[config.mk]
export PLATFORM = sky130hd
export DESIGN_NAME = sorted_timer_queue_unit
export DESIGN_NICKNAME = d
export VERILOG_FILES = /design/src/rtl/stq_pkg.sv /design/src/rtl/stq_ctrl.sv /design/src/rtl/stq_dpath.sv /design/src/rtl/sorted_timer_queue_unit.sv
export SDC_FILE = /design/constraint.sdc
export NUM_CORES = 2
export LEC_CHECK = 0
export BUFFER_PORTS_ARGS = -buffer_cell sky130_fd_sc_hd__buf_2
export CAP_MARGIN = 10
export CORE_UTILIZATION = 43
export DETAILED_ROUTE_END_ITERATION = 16
export GPL_TIMING_DRIVEN = 1
export HOLD_SLACK_MARGIN = 0.03
export SYNTH_ARGS = -nofsm -noshare
export SYNTH_HDL_FRONTEND = slang
export SYNTH_SLANG_ARGS = --single-unit
export TNS_END_PERCENT = 50
[constraint.sdc]
create_clock -name clk -period 8.4 [get_ports clk]
set_clock_uncertainty 0.05 [all_clocks]
set_input_delay 1.68 -clock clk [delete_from_list [all_inputs] [get_ports clk]]
set_output_delay 1.68 -clock clk [all_outputs]
set_load 0.05 [all_outputs]
[src/rtl/stq_pkg.sv]
`default_nettype none

package stq_pkg;

  localparam int REQ_W      = 2;
  localparam int DELAY_IN_W = 20;
  localparam int TAG_W      = 16;
  localparam int CID_W      = 16;
  localparam int STATUS_W   = 3;
  localparam int OUT_ID_W   = 16;
  localparam int SEC_W      = 32;

  typedef enum logic [REQ_W-1:0] {
    REQ_SCHED  = 2'd0,
    REQ_CANCEL = 2'd1,
    REQ_TICK   = 2'd2,
    REQ_NONE   = 2'd3
  } req_t;

  typedef enum logic [STATUS_W-1:0] {
    STS_OK       = 3'd0,
    STS_ZERO     = 3'd1,
    STS_FULL     = 3'd2,
    STS_NOTFOUND = 3'd3,
    STS_TICK     = 3'd4
  } status_t;

  typedef enum logic [2:0] {
    S_IDLE,
    S_DECODE,
    S_INSERT,
    S_PREFIX,
    S_REMOVE,
    S_RESP
  } state_t;

  typedef struct packed {
    logic    latch;
    logic    decode;
    logic    tick_adv;
    logic    insert;
    logic    prefix;
    logic    remove;
    logic    load_out;
    status_t status;
    logic    fired;
    logic    assign_id;
  } ctl_cmd_t;

  typedef struct packed {
    req_t req;
    logic delay_zero;
    logic full;
    logic any_match;
    logic head_due;
    logic prefix_last;
  } dp_stat_t;

endpackage

`default_nettype wire

[src/rtl/stq_ctrl.sv]
`default_nettype none

module stq_ctrl import stq_pkg::*; (
  input  wire           clk,
  input  wire           rst_n,
  input  wire           in_valid,
  output logic          in_stall,
  output logic          out_valid,
  input  wire           out_stall,
  input  wire dp_stat_t stat,
  output ctl_cmd_t      cmd
);

  state_t  state_r, state_nxt;
  status_t status_r, status_nxt;
  logic    fired_r, fired_nxt;
  logic    assign_r, assign_nxt;
  logic    out_valid_r, out_valid_nxt;

  always_ff @(posedge clk) begin
    if (!rst_n) begin
      state_r     <= S_IDLE;
      status_r    <= STS_OK;
      fired_r     <= 1'b0;
      assign_r    <= 1'b0;
      out_valid_r <= 1'b0;
    end else begin
      state_r     <= state_nxt;
      status_r    <= status_nxt;
      fired_r     <= fired_nxt;
      assign_r    <= assign_nxt;
      out_valid_r <= out_valid_nxt;
    end
  end

  always_comb begin
    state_nxt     = state_r;
    status_nxt    = status_r;
    fired_nxt     = fired_r;
    assign_nxt    = assign_r;
    cmd           = '0;
    cmd.status    = status_r;
    cmd.fired     = fired_r;
    cmd.assign_id = assign_r;
    in_stall      = (state_r != S_IDLE);
    out_valid_nxt = out_valid_r && out_stall;
    unique case (state_r)
      S_IDLE: begin
        if (in_valid) begin
          cmd.latch = 1'b1;
          state_nxt = S_DECODE;
        end
      end
      S_DECODE: begin
        cmd.decode = 1'b1;
        fired_nxt  = 1'b0;
        assign_nxt = 1'b0;
        unique case (stat.req)
          REQ_SCHED: begin
            priority if (stat.delay_zero) begin
              status_nxt = STS_ZERO;
              state_nxt  = S_RESP;
            end else if (stat.full) begin
              status_nxt = STS_FULL;
              state_nxt  = S_RESP;
            end else begin
              status_nxt = STS_OK;
              assign_nxt = 1'b1;
              state_nxt  = S_INSERT;
            end
          end
          REQ_CANCEL: begin
            if (stat.any_match) begin
              status_nxt = STS_OK;
              state_nxt  = S_PREFIX;
            end else begin
              status_nxt = STS_NOTFOUND;
              state_nxt  = S_RESP;
            end
          end
          REQ_TICK: begin
            cmd.tick_adv = 1'b1;
            status_nxt   = STS_TICK;
            if (stat.head_due) begin
              fired_nxt = 1'b1;
              state_nxt = S_REMOVE;
            end else begin
              state_nxt = S_RESP;
            end
          end
          REQ_NONE: begin
            status_nxt = STS_OK;
            state_nxt  = S_RESP;
          end
          default: begin
            status_nxt = STS_OK;
            state_nxt  = S_RESP;
          end
        endcase
      end
      S_INSERT: begin
        cmd.insert = 1'b1;
        state_nxt  = S_RESP;
      end
      S_PREFIX: begin
        cmd.prefix = 1'b1;
        if (stat.prefix_last) begin
          state_nxt = S_REMOVE;
        end
      end
      S_REMOVE: begin
        cmd.remove = 1'b1;
        state_nxt  = S_RESP;
      end
      S_RESP: begin
        if (!out_valid_r || !out_stall) begin
          cmd.load_out  = 1'b1;
          out_valid_nxt = 1'b1;
          state_nxt     = S_IDLE;
        end
      end
      default: begin
        state_nxt = S_IDLE;
      end
    endcase
  end

  assign out_valid = out_valid_r;

endmodule

`default_nettype wire

[src/rtl/stq_dpath.sv]
`default_nettype none

module stq_dpath import stq_pkg::*; #(
  parameter int NUM_TIMERS = 16,
  parameter int ID_BITS    = 16,
  parameter int DELAY_BITS = 20
) (
  input  wire                    clk,
  input  wire                    rst_n,
  input  wire  [REQ_W-1:0]       in_req_type,
  input  wire  [DELAY_IN_W-1:0]  in_delay_seconds,
  input  wire  [TAG_W-1:0]       in_tag,
  input  wire  [CID_W-1:0]       in_cancel_id,
  input  wire  ctl_cmd_t         cmd,
  output dp_stat_t               stat,
  output logic [STATUS_W-1:0]    out_status,
  output logic [OUT_ID_W-1:0]    out_assigned_id,
  output logic                   out_fired,
  output logic [OUT_ID_W-1:0]    out_fired_id,
  output logic [TAG_W-1:0]       out_fired_tag
);

  localparam int CNT_W  = $clog2(NUM_TIMERS + 1);
  localparam int LOG_N  = $clog2(NUM_TIMERS);
  localparam int STEP_W = (LOG_N > 1) ? $clog2(LOG_N) : 1;
  localparam int DLY_W  = (DELAY_BITS < DELAY_IN_W) ? DELAY_BITS : DELAY_IN_W;

  req_t                  req_r;
  logic [DLY_W-1:0]      delay_r;
  logic [TAG_W-1:0]      tag_r;
  logic [CID_W-1:0]      cid_r;
  logic [SEC_W-1:0]      sec_r;
  logic [ID_BITS-1:0]    next_id_r;
  logic [ID_BITS-1:0]    nid_r;
  logic [SEC_W-1:0]      wake_r;
  logic [NUM_TIMERS-1:0] kill_r;
  logic [STEP_W-1:0]     step_r;
  logic [CNT_W-1:0]      count_r;
  logic [ID_BITS-1:0]    head_id_r;
  logic [TAG_W-1:0]      head_tag_r;

  logic [SEC_W-1:0]      exp_r  [NUM_TIMERS];
  logic [ID_BITS-1:0]    id_r   [NUM_TIMERS];
  logic [TAG_W-1:0]      etag_r [NUM_TIMERS];

  logic [SEC_W-1:0]      exp_lft  [NUM_TIMERS];
  logic [ID_BITS-1:0]    id_lft   [NUM_TIMERS];
  logic [TAG_W-1:0]      etag_lft [NUM_TIMERS];
  logic [SEC_W-1:0]      exp_rgt  [NUM_TIMERS];
  logic [ID_BITS-1:0]    id_rgt   [NUM_TIMERS];
  logic [TAG_W-1:0]      etag_rgt [NUM_TIMERS];

  logic [STATUS_W-1:0]   status_r;
  logic [OUT_ID_W-1:0]   aid_r;
  logic                  fired_r;
  logic [OUT_ID_W-1:0]   fid_r;
  logic [TAG_W-1:0]      ftag_r;

  logic [SEC_W-1:0]      delay_eff;
  logic [SEC_W-1:0]      sec_inc;
  logic [ID_BITS-1:0]    id_inc;
  logic [ID_BITS-1:0]    nid_calc;
  logic [NUM_TIMERS-1:0] match;
  logic [NUM_TIMERS:0]   ge_ext;
  logic [LOG_N:0]        shamt;
  logic [ID_BITS+OUT_ID_W-1:0] nid_ext;
  logic [ID_BITS+OUT_ID_W-1:0] head_ext;

  assign delay_eff = SEC_W'(delay_r);
  assign sec_inc   = sec_r + SEC_W'(1);
  assign id_inc    = next_id_r + ID_BITS'(1);
  assign nid_calc  = (id_inc == '0) ? ID_BITS'(1) : id_inc;
  assign shamt     = (LOG_N + 1)'(1) << step_r;
  assign nid_ext   = {{OUT_ID_W{1'b0}}, nid_r};
  assign head_ext  = {{OUT_ID_W{1'b0}}, head_id_r};
  assign ge_ext[0] = 1'b1;

  for (genvar i = 0; i < NUM_TIMERS; i++) begin : g_cmp
    assign match[i] = (CNT_W'(i) < count_r) &&
                      ({{CID_W{1'b0}}, id_r[i]} == {{ID_BITS{1'b0}}, cid_r});
    assign ge_ext[i+1] = (CNT_W'(i) < count_r) && (exp_r[i] <= wake_r);
    if (i == 0) begin : g_first
      assign exp_lft[i]  = exp_r[i];
      assign id_lft[i]   = id_r[i];
      assign etag_lft[i] = etag_r[i];
    end else begin : g_mid
      assign exp_lft[i]  = exp_r[i-1];
      assign id_lft[i]   = id_r[i-1];
      assign etag_lft[i] = etag_r[i-1];
    end
    if (i == NUM_TIMERS - 1) begin : g_last
      assign exp_rgt[i]  = exp_r[i];
      assign id_rgt[i]   = id_r[i];
      assign etag_rgt[i] = etag_r[i];
    end else begin : g_inner
      assign exp_rgt[i]  = exp_r[i+1];
      assign id_rgt[i]   = id_r[i+1];
      assign etag_rgt[i] = etag_r[i+1];
    end

    always_ff @(posedge clk) begin
      if (cmd.insert && !ge_ext[i+1]) begin
        if (ge_ext[i]) begin
          exp_r[i]  <= wake_r;
          id_r[i]   <= nid_r;
          etag_r[i] <= tag_r;
        end else begin
          exp_r[i]  <= exp_lft[i];
          id_r[i]   <= id_lft[i];
          etag_r[i] <= etag_lft[i];
        end
      end else if (cmd.remove && kill_r[i]) begin
        exp_r[i]  <= exp_rgt[i];
        id_r[i]   <= id_rgt[i];
        etag_r[i] <= etag_rgt[i];
      end
    end
  end

  always_comb begin
    stat             = '0;
    stat.req         = req_r;
    stat.delay_zero  = (delay_r == '0);
    stat.full        = (count_r == CNT_W'(NUM_TIMERS));
    stat.any_match   = |match;
    stat.head_due    = (count_r != '0) && (exp_r[0] <= sec_inc);
    stat.prefix_last = (step_r == STEP_W'(LOG_N - 1));
  end

  always_ff @(posedge clk) begin
    if (!rst_n) begin
      sec_r     <= '0;
      next_id_r <= '0;
      count_r   <= '0;
    end else begin
      if (cmd.decode && cmd.tick_adv) begin
        sec_r <= sec_inc;
      end
      if (cmd.insert) begin
        next_id_r <= nid_r;
        count_r   <= count_r + CNT_W'(1);
      end else if (cmd.remove) begin
        count_r <= count_r - CNT_W'(1);
      end
    end
  end

  always_ff @(posedge clk) begin
    if (cmd.latch) begin
      req_r   <= req_t'(in_req_type);
      delay_r <= in_delay_seconds[DLY_W-1:0];
      tag_r   <= in_tag;
      cid_r   <= in_cancel_id;
    end
    if (cmd.decode) begin
      wake_r     <= sec_r + delay_eff;
      nid_r      <= nid_calc;
      kill_r     <= cmd.tick_adv ? '1 : match;
      step_r     <= '0;
      head_id_r  <= id_r[0];
      head_tag_r <= etag_r[0];
    end else if (cmd.prefix) begin
      kill_r <= kill_r | (kill_r << shamt);
      step_r <= step_r + STEP_W'(1);
    end
    if (cmd.load_out) begin
      status_r <= cmd.status;
      aid_r    <= cmd.assign_id ? nid_ext[OUT_ID_W-1:0] : '0;
      fired_r  <= cmd.fired;
      fid_r    <= cmd.fired ? head_ext[OUT_ID_W-1:0] : '0;
      ftag_r   <= cmd.fired ? head_tag_r : '0;
    end
  end

  assign out_status      = status_r;
  assign out_assigned_id = aid_r;
  assign out_fired       = fired_r;
  assign out_fired_id    = fid_r;
  assign out_fired_tag   = ftag_r;

endmodule

`default_nettype wire

[src/rtl/sorted_timer_queue_unit.sv]
// Sorted timer queue: holds up to NUM_TIMERS pending timers in expiry order in a row of
// shifting slots, together with a seconds counter and an id counter. Each input word is a
// schedule, a cancel or a one-second tick, and each gives exactly one result word. The block
// takes one word at a time and closes its input until that word's result is loaded into the
// output register. Each word is latched and decoded; a schedule that is taken then inserts,
// a tick that fires removes the head, and a cancel that finds its id runs the parallel-prefix
// pass that marks the matching slot and the slots behind it, then removes that timer; all
// other words go straight to the result. A finished result waits in the output register, so
// a stalled output holds back only the next result, not the next input.
`default_nettype none

module sorted_timer_queue_unit import stq_pkg::*; #(
  parameter int NUM_TIMERS = 16,
  parameter int ID_BITS    = 16,
  parameter int DELAY_BITS = 20
) (
  input  wire                    clk,
  input  wire                    rst_n,
  input  wire                    in_valid,
  output logic                   in_stall,
  input  wire  [REQ_W-1:0]       in_req_type,
  input  wire  [DELAY_IN_W-1:0]  in_delay_seconds,
  input  wire  [TAG_W-1:0]       in_tag,
  input  wire  [CID_W-1:0]       in_cancel_id,
  output logic                   out_valid,
  input  wire                    out_stall,
  output logic [STATUS_W-1:0]    out_status,
  output logic [OUT_ID_W-1:0]    out_assigned_id,
  output logic                   out_fired,
  output logic [OUT_ID_W-1:0]    out_fired_id,
  output logic [TAG_W-1:0]       out_fired_tag
);

  ctl_cmd_t cmd;
  dp_stat_t stat;

  stq_ctrl u_ctrl (
    .clk       (clk),
    .rst_n     (rst_n),
    .in_valid  (in_valid),
    .in_stall  (in_stall),
    .out_valid (out_valid),
    .out_stall (out_stall),
    .stat      (stat),
    .cmd       (cmd)
  );

  stq_dpath #(
    .NUM_TIMERS (NUM_TIMERS),
    .ID_BITS    (ID_BITS),
    .DELAY_BITS (DELAY_BITS)
  ) u_dpath (
    .clk              (clk),
    .rst_n            (rst_n),
    .in_req_type      (in_req_type),
    .in_delay_seconds (in_delay_seconds),
    .in_tag           (in_tag),
    .in_cancel_id     (in_cancel_id),
    .cmd              (cmd),
    .stat             (stat),
    .out_status       (out_status),
    .out_assigned_id  (out_assigned_id),
    .out_fired        (out_fired),
    .out_fired_id     (out_fired_id),
    .out_fired_tag    (out_fired_tag)
  );

endmodule

`default_nettype wire

* Yosys cells after proc, flatten, opt, wreduce, memory -nomap -nowiden
Memories as Yosys holds them, arrays and structs flattened.
Index checks and enable logic that the tools add are counted.
** Storage, ports and cells
- Memory bits (read-only) :: 0
- Register bits :: 266
- Logic and storage cells :: 554
- RAM bits :: 1024
- Bits in latches :: 0
- Input bits :: 58
- Output and inout port bits :: 54
- Memories kept :: 3
** Memory list
- u_dpath.exp_r :: words 16, bits a word 32, read ports 16, clocked after memory_dff 0, write ports 16, RTL line stq_dpath.sv:42 : logic [SEC_W-1:0] exp_r [NUM_TIMERS];
- u_dpath.etag_r :: words 16, bits a word 16, read ports 16, clocked after memory_dff 0, write ports 16, RTL line stq_dpath.sv:44 : logic [TAG_W-1:0] etag_r [NUM_TIMERS];
- u_dpath.id_r :: words 16, bits a word 16, read ports 16, clocked after memory_dff 0, write ports 16, RTL line stq_dpath.sv:43 : logic [ID_BITS-1:0] id_r [NUM_TIMERS];
** Cells by class
- Add/subtract/negate cells :: 6
- Multiplexer cells :: 267
- Div/mod/pow operators :: 0
- Equal/unequal tests :: 29
- Order comparisons :: 33
- $mul :: 0
- Bitwise logic cells :: 94
- Shift operators :: 2
- Reductions and logical operators :: 97
** Operators by type and width (number)
- $mux W16 :: 65
- $mux W32 :: 31
- $le A32 B32 Y1 :: 17
- $eq A16 B16 Y1 :: 16
- $mux W1 :: 156
- $or A1 B1 Y1 :: 93
- $logic_and A1 B1 Y1 :: 67
- $lt A4 B5 Y1 const A :: 8
- $add A32 B1 Y32 const B :: 1
- $add A32 B20 Y32 :: 1
- $pmux W3 S4 :: 2
- $mux W3 :: 7
- $logic_not A20 Y1 :: 1
- $lt A3 B5 Y1 const A :: 4
- $logic_not A1 Y1 :: 18
- $add A16 B1 Y16 const B :: 1
- $logic_not A16 Y1 :: 1
- $or A16 B16 Y16 :: 1
- $reduce_or A16 Y1 :: 1
- $shl A16 B5 Y16 :: 1
- $pmux W3 S5 :: 1
- $lt A1 B5 Y1 const A :: 2
- $lt A2 B5 Y1 const A :: 2
- $mux W5 :: 2
- other kinds (21) :: 29

* Logic depth before layout (Yosys ltp)
An unclocked memory read counts as a cell.
- Depth in word-level cells :: 9
- Gate-level depth with buffers :: 18

* By module
A second synthesis with hierarchy kept.
** Second synthesis, totals
- Cells, all modules :: 7224
- Area total of the unflattened synthesis :: 78360.2 µm²
** By module, submodules not included
- stq_dpath :: seq. area each 37886.3 µm², area each 77824.6 µm², cells each 7159, instances 1
- stq_ctrl :: seq. area each 180.2 µm², area each 535.5 µm², cells each 65, instances 1

* Worst setup path after synthesis
OpenSTA, ideal clock, no wires.
- Kind :: register -> register
- From :: register u_dpath.wake_r[24]
- To :: memory u_dpath.etag_r[9][0], enable pin
- Clock period less this slack :: 7107 ps
- Buffers on the path :: 0
- Setup time :: 575 ps
- Stages on the path, launching flop included :: 9
- Data arrival time :: 6483 ps
- Path slack :: 1293 ps
- Required time :: 7775 ps
- Cells stage by stage :: edfxtp_1 inv_1 ha_1 nand3_1 nor3_1 o311ai_0 a311oi_1 o21ai_0 o21ai_0
** RTL lines
- from (decl) :: RTL line stq_dpath.sv:35 : logic [SEC_W-1:0] wake_r;
- from (signal assigned) :: RTL line stq_dpath.sv:156 : wake_r <= sec_r + delay_eff;
- to (decl) :: RTL line stq_dpath.sv:44

==> impl_results.md <==
* Number of I/O pins at about 110
* Top cell type's share of synthesized area at a little under half
* Total track usage at ~30%
* Post-synth EDFFs at ~1.2k
* First-pass GRT wire length at roughly 410 mm
* Syn nets at 8,280
* GPL Wtd Cong at a little under 1
* Power per cell area at between 300 and 400 nW/um2
* Core box area at between 150,000 and 200,000 um2
* Max-slew violation count at 0
* Reg2Reg Capture Point: u_dpath.id_r[10][13]$_DFFE_PP_
* Hold crit path type: flip-flop to flip-flop
* Mapped Area at around 77,000 um2
* CTS Buffer Depth at 3
* CTS hold repair buffers at 0
* Skew-Pair Late Insertion Delay at slightly above 0.8 ns
* Via density at between 6 and 7
* Fmax at 155 MHz
* Critical Path, Cell by Cell: inv_1 > ha_1 > nand4_1 > nor3_1 > o311ai_0 > a311oi_1 > o21ai_0 > nor2_4 > buf_4 > mux2i_1 > a21oi_1
* Critical path data required time at about 8.9 ns
* Initial antenna violation count at 13
* Largest cells by area after synthesis: edfxtp_1 48%, ha_1 9.3%, nand2_1 6.0%, nor2_1 4.5%, mux2i_1 4.2%
* Root Buffer: clkbuf_16
* Area Overhead vs Synth at 9.59%
* Post-CTS setup buffer count at 0
* Slew headroom at between 10 and 15%
* Die area at between 150,000 and 200,000 um2
* Iter 0 DRT Violations at between 7k and 8k
* DRC Markers at 0
* Setup_tns at 0 ns
* CP endpoint: u_dpath.id_r[10][13]$_DFFE_PP_
* Mean Syn Cell Area at a little over 10 um2
* RSZ-0062 raised after global routing: false
* Async set or reset register ratio after synthesis at 0%
* Register area share after synthesis at between 40% and 50%
* Worst Tran Pin Value at approximately 1.3 ns
* Overflow after GRT at 0
* # rows at between 150 and 200
* Primary FF master, synth: edfxtp_1
* Routed WL per cell at roughly 28 um
* Status: finished clean
* Unique masters post-synth at 93
* Hpwl dp at between 150 and 200 mm
* Critical-path maximum fanout at 33
* Crit path launch: u_dpath.wake_r[18]$_DFFE_PP_
* Worst R2R Path Depth at 11
* Die width at around 430 um
* Minimum clock period at about 6.5 ns
* R2R Setup Slk at around 2 ns
* Most common cell after layout, fill and taps aside: edfxtp_1
* Port Buffer Count at 111
* # setup viols final at 0
* CTS tree: built
* Crit. End Element: flip-flop
* Final Hold Vio Count at 0
* Post-CTS sizing at 0
* Crit Reg-Reg Startpoint: u_dpath.wake_r[18]$_DFFE_PP_
* Num CTS Buffers at between 100 and 150
* Detailed-router iteration count before antenna repair at 6
* Max Cap Violations at 0
* Most frequent cells in the layout: 1,225 x edfxtp_1, 1,214 x nand2_1, 917 x nor2_1, 574 x ha_1, 514 x a21oi_1
* Pleak at around 32 nW
* Critical path type: flip-flop to flip-flop
* Startpoint Class: flip-flop
* H-tree levels at 4
* Layout Nets at ~8.1k
* Starting Density at a little over two fifths
* Maximum vdd drop at ~0.00024 V
* Area after DPL at ~80,000 um2
* CTS sink cnt at around 1.3k
* Die Ht at 426 um
* Routed WL at about 280 mm
* Post-layout instance area at 84,800 um2
* DRT antenna net count at 0
* Critical path's largest stage delay at approximately 1.0 ns
* Cell taking the most area after synthesis: edfxtp_1
* Flop and latch count out of synthesis at between 1k and 1.5k
* Worst-path clk slew at ~0.06 ns
* Worst Hold Path Cells at 0
* Largest net degree at the start of global routing at 83
* Synthesized instance count at roughly 7.6k
* Share of layout cells above drive strength 1 at under 10%
* Worst Path Arrival at about 7 ns
* DR vias at around 63k
* Slowest cell on crit path: nor3_1
* Tcrit/Tclk final at about 77%
* Vias in the first global route at about 60k
* Ys Warns at 0
[Yosys cell counts, types with 7 or more instances]
master	number
nand3_1	79
a211oi_1	29
a21oi_1	514
dfxtp_1	64
a211o_1	9
o21bai_1	8
nand2_1	1234
nor3_1	77
a21boi_0	34
o211ai_1	36
mux2_2	100
buf_4	14
o31ai_1	13
and3_1	27
a31oi_1	508
a2111oi_0	8
buf_2	126
xor2_1	202
or2_1	8
inv_1	88
edfxtp_1	1225
or3_1	29
o21ai_1	10
buf_1	13
nor4_1	69
o21a_1	20
nand4_1	126
nor2b_1	43
o21ai_0	122
and2_1	74
nor2_1	927
ha_1	574
clkbuf_1	363
a22o_1	33
a221o_1	36
xnor2_1	148
and4_1	13
buf_6	14
nand2b_1	10
or2_2	7
mux2i_1	328
a21o_1	177
[power breakdown]
group	leakage, nW	internal, mW	switching [mW]
clock network	2.33	3.77	2.84
registers	11.7	9.82	1.97
logic	18.0	3.80	7.38
[sequential cells by signal (all words and copies together), names as in the netlist, 20 cells and up]
name	flops
u_dpath.delay_r	20
u_dpath.etag_r	256
u_dpath.exp_r	512
u_dpath.id_r	256
u_dpath.sec_r	32
u_dpath.wake_r	32
[kinds of logic (layout without fill, tap and decap cells)]
| logic type | after synthesis | in the layout | synth area share, % |
|---|---|---|---|
| other | 0 | 2 | 0 |
| and+or+nand+nor | 2761 | 2761 | 15.3 |
| AOI/OAI and AO/OA | 1619 | 1619 | 13.1 |
| buffers and inverters | 623 | 602 | 3.43 |
| xor gates and xnor gates | 350 | 350 | 3.96 |
| muxes | 430 | 430 | 5.75 |
| adders and majority gates | 575 | 575 | 9.30 |
| DFF | 1289 | 1289 | 49.2 |
[critical path: cells and delay by family, from the launching register on]
kind                     cells  cell delay [ns]
buffers and inverters        2             1.24
AO/OA/AOI/OAI                4             1.15
adder cells (fa/ha/maj)      1             0.49
flip-flops                   1             0.72
multiplexers                 1             0.29
AND/OR/NAND/NOR              3             2.17
[metal layers]
layer  share of wire [%]  global-route usage (%)  vias to the layer above  wire length, um
li1                    -                       -                    27700                -
met1                  40                    40.4                    31000           113000
met2                  45                    47.8                     3398           127000
met3                 9.5                    5.68                      687            26900
met4                 5.3                    15.4                        8            15000
met5               0.016                       0                        -               46
[through the flow]
stage,setup WS (ns),std cells,power (mW),utilization [%],hold WS [ns]
finish,1.94,9983,29.6,47.5,0.391
CTS,2.26,9980,29.4,47.5,0.388
floorplan,1.29,7647,18.4,-,0.353
detailed placement,2.27,9716,22.8,44.8,0.373
global placement,1.02,9715,22.4,44.8,0.362
global route,1.78,9981,30.9,47.5,0.392
[how the worst min path moves through the flow]
stage | from | to | slack, ns
2_1_floorplan | u_ctrl.status_r[0]$_SDFFE_PN0P_ | u_dpath.out_status[0]$_DFFE_PP_ | 0.35
3_3_place_gp | u_ctrl.status_r[2]$_SDFFE_PN0P_ | u_dpath.out_status[2]$_DFFE_PP_ | 0.36
3_5_place_dp | u_ctrl.status_r[1]$_SDFFE_PN0P_ | u_dpath.out_status[1]$_DFFE_PP_ | 0.37
4_1_cts | u_ctrl.status_r[1]$_SDFFE_PN0P_ | u_dpath.out_status[1]$_DFFE_PP_ | 0.39
5_1_grt | u_ctrl.status_r[1]$_SDFFE_PN0P_ | u_dpath.out_status[1]$_DFFE_PP_ | 0.39
6_report | u_ctrl.status_r[1]$_SDFFE_PN0P_ | u_dpath.out_status[1]$_DFFE_PP_ | 0.39
[layout make-up]
type / instances / area, um2
Timing Repair Buffer: 246 / 1580
Sequential cell: 1289 / 38100
Inverter: 92 / 348
Tap cell: 2355 / 2950
Clock buffer: 177 / 3890
Clock inverter: 87 / 888
Multi-Input combinational cell: 5735 / 37100
Fill cell: 16400 / 93800
Antenna cell: 2 / 5.00
Power figures use the tool's default switching activity.
